[src/design/slpg_pkg.sv]
package slpg_pkg;

    localparam int HOLD_WIDTH_DEF = 16;
    localparam int TIMEOUT_W      = 16;
    localparam int PHASE_W        = 10;
    localparam int BIND_W         = 3;
    localparam int CFG_IDX_W      = 1;

    localparam logic [PHASE_W-1:0] PHASE_LAST = PHASE_W'(999);

    localparam logic [TIMEOUT_W-1:0] TIMEOUT_RST = TIMEOUT_W'(1000);

    localparam logic [CFG_IDX_W-1:0] CFG_USE_RADIO = 1'd0;
    localparam logic [CFG_IDX_W-1:0] CFG_TIMEOUT   = 1'd1;

    localparam logic [BIND_W-1:0] BIND_NONE        = 3'd0;
    localparam logic [BIND_W-1:0] BIND_SEARCHING   = 3'd1;
    localparam logic [BIND_W-1:0] BIND_NEGOTIATING = 3'd2;
    localparam logic [BIND_W-1:0] BIND_SUCCESS     = 3'd3;
    localparam logic [BIND_W-1:0] BIND_FAILURE     = 3'd4;

    typedef struct packed {
        logic [7:0] red;
        logic [7:0] green;
        logic [7:0] blue;
    } t_rgb;

    localparam t_rgb RGB_OFF    = '{red: 8'd0,   green: 8'd0,   blue: 8'd0};
    localparam t_rgb RGB_WHITE  = '{red: 8'd255, green: 8'd255, blue: 8'd255};
    localparam t_rgb RGB_RED    = '{red: 8'd255, green: 8'd0,   blue: 8'd0};
    localparam t_rgb RGB_BLUE   = '{red: 8'd0,   green: 8'd0,   blue: 8'd255};
    localparam t_rgb RGB_YELLOW = '{red: 8'd200, green: 8'd200, blue: 8'd0};
    localparam t_rgb RGB_GREEN  = '{red: 8'd0,   green: 8'd255, blue: 8'd0};

endpackage

[src/design/slpg_hold.sv]
module slpg_hold
    import slpg_pkg::*;
#(
    parameter int HOLD_WIDTH = HOLD_WIDTH_DEF
) (
    input  logic                 i_clk,
    input  logic                 i_rst_n,
    input  logic                 i_step,
    input  logic                 i_load,
    input  logic [TIMEOUT_W-1:0] i_timeout,
    output logic                 o_active
);

    localparam int EXT_W = (HOLD_WIDTH > TIMEOUT_W) ? HOLD_WIDTH : TIMEOUT_W;
    localparam logic [EXT_W-1:0] HOLD_MAX_EXT = EXT_W'({HOLD_WIDTH{1'b1}});

    logic [HOLD_WIDTH-1:0] r_hold;
    logic [HOLD_WIDTH-1:0] n_hold;
    logic [EXT_W-1:0]      timeout_ext;
    logic [HOLD_WIDTH-1:0] load_val;
    logic [HOLD_WIDTH-1:0] eff_hold;

    assign timeout_ext = EXT_W'(i_timeout);
    assign load_val    = (timeout_ext > HOLD_MAX_EXT) ? {HOLD_WIDTH{1'b1}}
                                                      : HOLD_WIDTH'(timeout_ext);
    assign eff_hold    = i_load ? load_val : r_hold;
    assign o_active    = (eff_hold != '0);

    always_comb begin
        n_hold = r_hold;
        if (i_step) begin
            n_hold = o_active ? eff_hold - HOLD_WIDTH'(1) : eff_hold;
        end
    end

    always_ff @(posedge i_clk) begin
        if (!i_rst_n) begin
            r_hold <= '0;
        end else begin
            r_hold <= n_hold;
        end
    end

    a_no_step_holds: assert property (@(posedge i_clk) disable iff (!i_rst_n)
        !i_step |=> r_hold == $past(r_hold))
        else $error("hold counter moved without a tick");

endmodule

[src/design/slpg_color.sv]
module slpg_color
    import slpg_pkg::*;
(
    input  logic [BIND_W-1:0]  i_bind,
    input  logic [PHASE_W-1:0] i_phase,
    input  logic               i_active,
    output t_rgb               o_color
);

    logic search_on;
    logic negot_on;
    logic fail_on;

    assign search_on = (i_phase < 10'd250);
    assign negot_on  = (i_phase < 10'd125)
                    || (i_phase >= 10'd250 && i_phase < 10'd375)
                    || (i_phase >= 10'd500 && i_phase < 10'd625)
                    || (i_phase >= 10'd750 && i_phase < 10'd875);
    assign fail_on   = (i_phase < 10'd150)
                    || (i_phase >= 10'd300 && i_phase < 10'd450)
                    || (i_phase >= 10'd600 && i_phase < 10'd750);

    always_comb begin
        unique case (i_bind)
            BIND_NONE:        o_color = i_active ? RGB_WHITE : RGB_RED;
            BIND_SEARCHING:   o_color = search_on ? RGB_BLUE : RGB_OFF;
            BIND_NEGOTIATING: o_color = negot_on ? RGB_YELLOW : RGB_OFF;
            BIND_SUCCESS:     o_color = RGB_GREEN;
            BIND_FAILURE:     o_color = fail_on ? RGB_RED : RGB_OFF;
            default:          o_color = RGB_OFF;
        endcase
    end

endmodule

[src/design/status_led_pattern_generator.sv]
// Status LED pattern generator. Each input transfer is one millisecond tick
// carrying the serial and radio receive flags and the binding state; an output
// transfer carries the new LED colour and appears only when the colour changes.
// One tick is taken every clock cycle while the input side is not stalled; a
// tick lands in the input register, its colour is worked out from there and, on
// a change, written to the output register when the tick advances.
// The input side stalls only while a colour change finds the output register
// still full and not being taken.
module status_led_pattern_generator
    import slpg_pkg::*;
#(
    parameter int HOLD_WIDTH = HOLD_WIDTH_DEF
) (
    input  logic                 i_clk,
    input  logic                 i_rst_n,
    input  logic                 i_cfg_we,
    input  logic [CFG_IDX_W-1:0] i_cfg_idx,
    input  logic [TIMEOUT_W-1:0] i_cfg_data,
    input  logic                 s_axis_tvalid,
    output logic                 s_axis_tready,
    // [0] serial_rx_seen, [1] radio_rx_seen, [4:2] binding_state, [7:5] zero
    input  logic [7:0]           s_axis_tdata,
    output logic                 m_axis_tvalid,
    input  logic                 m_axis_tready,
    // [7:0] red, [15:8] green, [23:16] blue
    output logic [23:0]          m_axis_tdata
);

    logic                 r_use_radio;
    logic [TIMEOUT_W-1:0] r_timeout;

    logic              r_in_valid;
    logic              r_in_serial;
    logic              r_in_radio;
    logic [BIND_W-1:0] r_in_bind;

    logic [PHASE_W-1:0] r_phase;
    t_rgb               r_shown;
    logic               r_out_valid;
    t_rgb               r_out;

    logic serial_active;
    logic radio_active;
    t_rgb color;
    logic change;
    logic advance;
    logic in_xfer;

    assign change  = (color != r_shown);
    assign advance = r_in_valid && (!change || !r_out_valid || m_axis_tready);
    assign s_axis_tready = !r_in_valid || advance;
    assign in_xfer = s_axis_tvalid && s_axis_tready;

    always_ff @(posedge i_clk) begin
        if (!i_rst_n) begin
            r_use_radio <= 1'b0;
            r_timeout   <= TIMEOUT_RST;
        end else if (i_cfg_we) begin
            unique case (i_cfg_idx)
                CFG_USE_RADIO: r_use_radio <= i_cfg_data[0];
                CFG_TIMEOUT:   r_timeout   <= i_cfg_data;
                default:       ;
            endcase
        end
    end

    always_ff @(posedge i_clk) begin
        if (!i_rst_n) begin
            r_in_valid <= 1'b0;
        end else if (s_axis_tready) begin
            r_in_valid <= s_axis_tvalid;
        end
    end

    always_ff @(posedge i_clk) begin
        if (in_xfer) begin
            r_in_serial <= s_axis_tdata[0];
            r_in_radio  <= s_axis_tdata[1];
            r_in_bind   <= s_axis_tdata[4:2];
        end
    end

    slpg_hold #(.HOLD_WIDTH(HOLD_WIDTH)) u_serial_hold (
        .i_clk     (i_clk),
        .i_rst_n   (i_rst_n),
        .i_step    (advance),
        .i_load    (r_in_serial),
        .i_timeout (r_timeout),
        .o_active  (serial_active)
    );

    slpg_hold #(.HOLD_WIDTH(HOLD_WIDTH)) u_radio_hold (
        .i_clk     (i_clk),
        .i_rst_n   (i_rst_n),
        .i_step    (advance),
        .i_load    (r_in_radio),
        .i_timeout (r_timeout),
        .o_active  (radio_active)
    );

    slpg_color u_color (
        .i_bind   (r_in_bind),
        .i_phase  (r_phase),
        .i_active (r_use_radio ? radio_active : serial_active),
        .o_color  (color)
    );

    always_ff @(posedge i_clk) begin
        if (!i_rst_n) begin
            r_phase     <= '0;
            r_shown     <= RGB_OFF;
            r_out_valid <= 1'b0;
        end else begin
            if (advance && change) begin
                r_out_valid <= 1'b1;
            end else if (m_axis_tready) begin
                r_out_valid <= 1'b0;
            end
            if (advance) begin
                r_phase <= (r_phase == PHASE_LAST) ? '0 : r_phase + PHASE_W'(1);
                if (change) begin
                    r_shown <= color;
                end
            end
        end
    end

    always_ff @(posedge i_clk) begin
        if (advance && change) begin
            r_out <= color;
        end
    end

    assign m_axis_tvalid = r_out_valid;
    assign m_axis_tdata  = {r_out.blue, r_out.green, r_out.red};

    a_phase_range: assert property (@(posedge i_clk) disable iff (!i_rst_n)
        r_phase <= PHASE_LAST)
        else $error("phase left its range");

    a_pending_is_shown: assert property (@(posedge i_clk) disable iff (!i_rst_n)
        r_out_valid |-> r_out == r_shown)
        else $error("pending colour differs from shown colour");

    a_stall_needs_item: assert property (@(posedge i_clk) disable iff (!i_rst_n)
        !s_axis_tready |-> r_in_valid && change && r_out_valid)
        else $error("input stalled without a blocked colour change");

endmodule

[config.mk]
export PLATFORM = sky130hd
export DESIGN_NAME = status_led_pattern_generator
export DESIGN_NICKNAME = d
export VERILOG_FILES = /design/src/design/slpg_pkg.sv /design/src/design/slpg_hold.sv /design/src/design/slpg_color.sv /design/src/design/status_led_pattern_generator.sv
export SDC_FILE = /design/constraint.sdc
export NUM_CORES = 1
export LEC_CHECK = 0
export BUFFER_PORTS_ARGS = -buffer_cell sky130_fd_sc_hd__buf_2
export CORE_MARGIN = 5
export CORE_UTILIZATION = 30
export CTS_CLUSTER_SIZE = 12
export DETAILED_ROUTE_END_ITERATION = 10
export GPL_TIMING_DRIVEN = 0
export PLACE_DENSITY_LB_ADDON = 0.12
export RECOVER_POWER = 25
export SYNTH_ARGS = -nofsm -noshare
export SYNTH_HDL_FRONTEND = slang
export SYNTH_SLANG_ARGS = --single-unit
export TNS_END_PERCENT = 1
[constraint.sdc]
create_clock -name i_clk -period 3.9 [get_ports i_clk]
set_input_delay 0.78 -clock i_clk [delete_from_list [all_inputs] [get_ports i_clk]]
set_output_delay 0.78 -clock i_clk [all_outputs]
set_load 0.005 [all_outputs]
# Yosys cells after proc, flatten, opt, wreduce, memory -nomap -nowiden
# Index checks and enable logic that the tools add are counted.
[totals]
mem_count = 0
register_bits = 114
mem_bits_rw = 0
mem_bits_ro = 0
elab_cells = 80
in_bits = 30
latchBits = 0
out_inout_bits = 26
[op_classes]
mux = 14
n_shift = 0
magnitude_cmp = 14
div_mod_pow = 0
n_eq_ne = 6
mul = 0
reduce_logical = 26
n_bitwise = 1
add_sub_neg = 3
[op_table]
columns = ["operator", "count"]
rows = [
  ["$pmux W24 S5", 1],
  ["$mux W16", 6],
  ["$mux W24", 2],
  ["$reduce_bool A16 Y1", 2],
  ["$sub A16 B1 Y16 const B", 2],
  ["$lt A10 B10 Y1 const B", 3],
  ["$ne A24 B24 Y1", 1],
  ["$ge A10 B10 Y1 const B", 2],
  ["$ge A10 B9 Y1 const B", 2],
  ["$lt A10 B8 Y1 const B", 2],
  ["$lt A10 B9 Y1 const B", 2],
  ["$gt A16 B16 Y1 const B", 1],
  ["$add A10 B1 Y10 const B", 1],
  ["$eq A10 B10 Y1 const B", 1],
  ["$ge A10 B8 Y1 const B", 1],
  ["$lt A10 B7 Y1 const B", 1],
  ["$mux W10", 1],
  ["$logic_and A1 B1 Y1", 8],
  ["$logic_or A1 B1 Y1", 8],
  ["$mux W8", 1],
  ["$eq A3 B2 Y1 const B", 2],
  ["$reduce_and A2 Y1", 3],
  ["$eq A3 B1 Y1 const B", 1],
  ["$eq A3 B3 Y1 const B", 1],
  ["5 further kinds", 9],
]

# Longest topological paths before layout
[logic_depth]
depth_word = 14
mapped_depth = 16
depth_no_buf = 12

# Modules after synthesis
# From an unflattened synthesis, not the netlist that was laid out.
[hier_totals]
cells_unflattened = 713
hier_area_um2 = 6717.7
[modules_own_cells]
columns = ["module", "area_each_um2", "cells_each", "instances", "seq_area_each_um2"]
rows = [
  ["status_led_pattern_generator", 3209.3, 298, 1, 1931.9],
  ["slpg_hold", 1508.9, 171, 2, 320.3],
  ["slpg_color", 490.5, 73, 1, 0.0],
]

# Least setup slack after synthesis
# Ideal clock, no wire load.
[synth_timing]
path_type = "reg2out"
start = "reg r_in_radio"
end = "out s_axis_tready"
n_path_buf = 2
slack_ps = 355
required_ps = 3120
stages_incl_launch_ff = 13
arrival_time_ps = 2765
path_cell_list = "edfxtp_1 -> buf_2 -> buf_2 -> mux2i_1 -> ha_1 -> o211ai_1 -> nor4_1 -> or2_1 -> and2_4 -> inv_2 -> o21a_1 -> o221ai_1 -> nand3_1"
[synth_rtl]
columns = ["element", "line", "rtl"]
rows = [
  ["start: declaration", "status_led_pattern_generator.sv:34", "logic r_in_radio;"],
  ["start signal: assignment", "status_led_pattern_generator.sv:78", "r_in_radio <= s_axis_tdata[1];"],
  ["end: declaration", "status_led_pattern_generator.sv:20", "output logic s_axis_tready,"],
]

==> results by stage <==
Run status:
- The flow ran to the end, and the final reports show no timing, DRC or antenna violations.

Setup path:
- Among cell families on the critical path, the largest total delay comes from compound AO/OA/AOI/OAI gates.
- For this design, the slowest cell found on the critical path is sky130_fd_sc_hd__o41ai_4.
- Walking the worst path, the cells encountered are buf_6, buf_12, mux2i_4, ha_4, o2111ai_4, o41ai_4, or2_1, and2_4, inv_2, o21a_2, o221ai_4, nand3_2, buf_2.
- Along the worst path, the maximum fanout reaches 10.
- The required time of the worst setup path is 3.12 ns.
- The sort of element at the end of the critical path is an output pin.
- The startpoint type of the worst setup path is a flop.
- The signal arrival time at the worst endpoint is 3.09 ns.
- The worst register-to-register path begins at r_in_serial$_DFFE_PP_.
- The worst stage delay on the critical path is 0.42 ns.
- The start point of the critical path is r_in_serial$_DFFE_PP_.
- The worst setup path is of the reg -> out kind.
- The buffering stage count on the worst path with inverters included is 4.

Route:
- After detailed routing, the number of vias per cell comes to 5.42.
- The number of optimization iterations in the first detailed-route pass is 5.
- The total wire length is 17600 um.
- The per-cell routed wire length is 18.6 um.
- The count of nets left with antenna violations once routing finished came out at 0.
- The initial detailed-routing violation count is 263.
- The post-route DRC violation count is 0.
- The count of vias placed by the detailed router is 5137.

Logic synthesis:
- The count of cell types in the netlist is 73.
- The total of warnings raised by yosys is 0.
- The synthesized instance count is 645.
- The number of synthesized flops with an enable pin is 10.
- Summing every instance area after synthesis gives 5090 um2.
- The leading register cell type out of synthesis is sky130_fd_sc_hd__dfxtp_1.
- The sequential area share after synthesis is 31.8%.
- Counting flops and latches in the post-synthesis netlist gives 76.
- The mean instance size in the synthesized netlist is 7.90 um2.
- The share of flip-flops with an asynchronous set or reset is 0%.
- The number of nets handed over by synthesis was 681.

Place:
- After legalization and detailed placement, the total HPWL measured 12700 um.
- Routability-driven placement finished with a final weighted congestion of 0.878.
- Port buffering added 52 buffers.
- The placed standard-cell area is 5630 um2.

Timing:
- The maximum clock skew at final layout is 0.00982 ns.
- The clock period minus final worst setup slack is 3.87 ns.
- The final hold violation count is 0.
- The final number of max-transition violations is 0.
- Timing would allow up to 0.259 GHz.
- The worst hold margin is 0.456 ns.
- The count of endpoints failing setup in the final report is 0.
- Setup repair after global routing could not meet its margin everywhere.
- The worst path uses 99.1% of the clock period.
- The total negative slack is 0 ns.
- The transition time of the tightest slew-check pin is 1.15 ns.
- The tightest slew margin relative to the limit is 22.3%.

Cells and area:
- The total area of multi-input combinational cells is 3230 um2.
- In the final design database the tool counted 759 nets.
- The number of diodes is 0.
- Fill cells in the final layout number 1738.
- The synthesis-to-finish area growth is 22.9%.
- In the final layout, flip-flops and latches occupy 1620 um2.
- The post-route netlist has 20.9% of its cells at a drive strength greater than 1.
- The post-route cell area is 6260 um2.

Clock network:
- Clock latency on the worst-skew pair, taken at its later pin, is 0.35 ns.
- The number of buffers between clock root and the deepest sink is 2.
- CTS saw 76 sinks.
- The clock tree synthesis step divided the H-tree into 3 levels.
- The TritonCTS clock tree is yes.
- The clock root buffer is sky130_fd_sc_hd__clkbuf_16.
- The clock edge transition at the registers on the reported setup and hold paths is 0.07 ns.
- TritonCTS created 9 clock buffers.

Floorplan:
- In this run the vertical extent of the chip is 140 um.
- Row generation in the floorplan step produced 47 rows.
- The area of the core region is 16600 um2.
- The horizontal die dimension is 140 um.
- The number of top-level pins is 56.
- The full die area is 19700 um2.
- The initial utilization of the core area, before any placement, comes to 30.6%.

Global route:
- The via count of the first global-routing pass is 4964.
- The number of antenna violations at the first check in global routing is 0.
- The total overflow left after global routing is 0.
- Entering global routing, the biggest net connects 14 pins.
- The first global-routing pass estimated 27800 um of wire.
- Global routing consumed, over all layers together, 17.9% of the routing resources.

Hold path:
- The startpoint identified for the worst hold timing path is u_radio_hold.r_hold[11]$_SDFFE_PN0P_.
- The path class of the tightest hold or removal check is reg -> reg.

Power:
- The total power is 2.37 mW.
- The static leakage is 2.33 nW.
- Across the VDD grid, the largest voltage drop is 216 uV.
- Dividing total power by cell area gives a power density of 378 nW/um2.

Job:
- Max-cap violations in this run came to 0.
cells by family after synthesis:
kind of cell | after synthesis | synth area share, %
AND/OR/NAND/NOR | 281 | 28.8
XOR/XNOR | 22 | 3.78
AO/OA/AOI/OAI | 160 | 21.3
multiplexers | 24 | 4.72
buffers and inverters | 76 | 8.11
flip-flops | 76 | 31.8
adder cells (fa/ha/maj) | 6 | 1.47
placed cells by master (no fill, tap or decap), types with 5 or more instances in the layout:
cell type	instances
sky130_fd_sc_hd__o211ai_1	9
sky130_fd_sc_hd__nand3_1	18
sky130_fd_sc_hd__ha_1	5
sky130_fd_sc_hd__nor3b_1	8
sky130_fd_sc_hd__edfxtp_1	10
sky130_fd_sc_hd__nor2b_1	15
sky130_fd_sc_hd__dfxtp_1	66
sky130_fd_sc_hd__clkbuf_4	8
sky130_fd_sc_hd__buf_6	5
sky130_fd_sc_hd__nand2b_1	9
sky130_fd_sc_hd__nand2_1	73
sky130_fd_sc_hd__xnor2_1	13
sky130_fd_sc_hd__xor2_1	9
sky130_fd_sc_hd__buf_2	53
sky130_fd_sc_hd__nor4_1	5
sky130_fd_sc_hd__nand4_1	8
sky130_fd_sc_hd__a21oi_1	38
sky130_fd_sc_hd__and3_1	7
sky130_fd_sc_hd__clkbuf_1	33
sky130_fd_sc_hd__mux2i_1	19
sky130_fd_sc_hd__o2111ai_1	7
sky130_fd_sc_hd__nor2_1	71
sky130_fd_sc_hd__a31oi_1	9
sky130_fd_sc_hd__nor3_1	21
sky130_fd_sc_hd__o22ai_1	7
sky130_fd_sc_hd__clkbuf_16	10
sky130_fd_sc_hd__inv_1	11
sky130_fd_sc_hd__a211oi_1	10
sky130_fd_sc_hd__a32oi_1	6
sky130_fd_sc_hd__or3_1	5
sky130_fd_sc_hd__o21ai_0	33
sky130_fd_sc_hd__buf_4	30
worst reg2reg max path, delay by kind of cell, from the launching register on:
kind                       cells  cell delay, ns
and+or+nand+nor                2            0.12
AOI/OAI and AO/OA              6            1.48
DFF                            1            0.34
buffers and inverters          8            1.12
muxes                          1            0.28
adders and majority gates      1            0.18
synth_stat cells, types with 13 or more instances:
cell | n | area (um2)
sky130_fd_sc_hd__nor3_1 | 22 | 110
sky130_fd_sc_hd__xnor2_1 | 13 | 114
sky130_fd_sc_hd__buf_4 | 20 | 150
sky130_fd_sc_hd__clkbuf_1 | 26 | 97.6
sky130_fd_sc_hd__o21ai_0 | 33 | 165
sky130_fd_sc_hd__mux2i_1 | 24 | 240
sky130_fd_sc_hd__nand3_1 | 19 | 95.1
sky130_fd_sc_hd__nand2_1 | 74 | 278
sky130_fd_sc_hd__nor2_1 | 71 | 267
sky130_fd_sc_hd__nor2b_1 | 15 | 93.8
sky130_fd_sc_hd__a21oi_1 | 40 | 200
sky130_fd_sc_hd__dfxtp_1 | 66 | 1320
flip-flops by register name, indices dropped and copies added, names as in the netlist:
signal	count
r_shown	5
r_timeout	16
r_in_bind	3
m_axis_tdata	5
u_serial_hold.r_hold	16
r_phase	10
r_in_radio	1
r_in_valid	1
r_use_radio	1
r_in_serial	1
m_axis_tvalid	1
u_radio_hold.r_hold	16
final cells by class:
class,count,area share (%)
buffer,63,6.37
clock buffer,13,4.34
clock inverter,3,0.699
inverter,12,0.719
multi-input combinational,493,51.6
sequential,76,25.9
tap,220,4.40
timing repair buffer,68,5.96
worst paths after layout:
kind                                                             end  slack (ns)  cells after the start
worst max register to register               r_phase[6]$_SDFFE_PN0P_        0.24                     18
worst min register to register  u_radio_hold.r_hold[11]$_SDFFE_PN0P_        0.46                      2
worst max-delay path                                   s_axis_tready        0.03                     13
worst min-delay path            u_radio_hold.r_hold[11]$_SDFFE_PN0P_        0.46                      2
timing repair:
action                     4_1_cts  5_1_grt
setup endpoints to repair       60       49
setup buffers                   15        1
hold buffers                     0        0
pin swaps                        4        3
resized for setup               23       15
metrics by stage:
step | utilization (%) | std cells | worst slack (ns)
floorplan | - | 645 | 0.355
global placement | 33.8 | 917 | -0.931
detailed placement | 33.8 | 917 | -0.887
CTS | 37.1 | 948 | 0.00396
global route | 37.6 | 948 | -0.137
finish | 37.6 | 948 | 0.0337
metal layers:
| layer | track usage (%) | share of wire, % |
|---|---|---|
| met2 | 29.4 | 47 |
| met3 | 3.48 | 6.6 |
| met4 | 6.07 | 2.1 |
| met5 | 0 | 0 |
| met1 | 23.4 | 44 |
report_power, final:
group          leakage [nW]  total, mW  switching [mW]  internal [mW]
combinational          1.54      0.547           0.319          0.228
clock                 0.155      0.900           0.347          0.553
sequential            0.636      0.919          0.0706          0.848
total                  2.33       2.37           0.736           1.63
(Power assumes the default switching activity.)
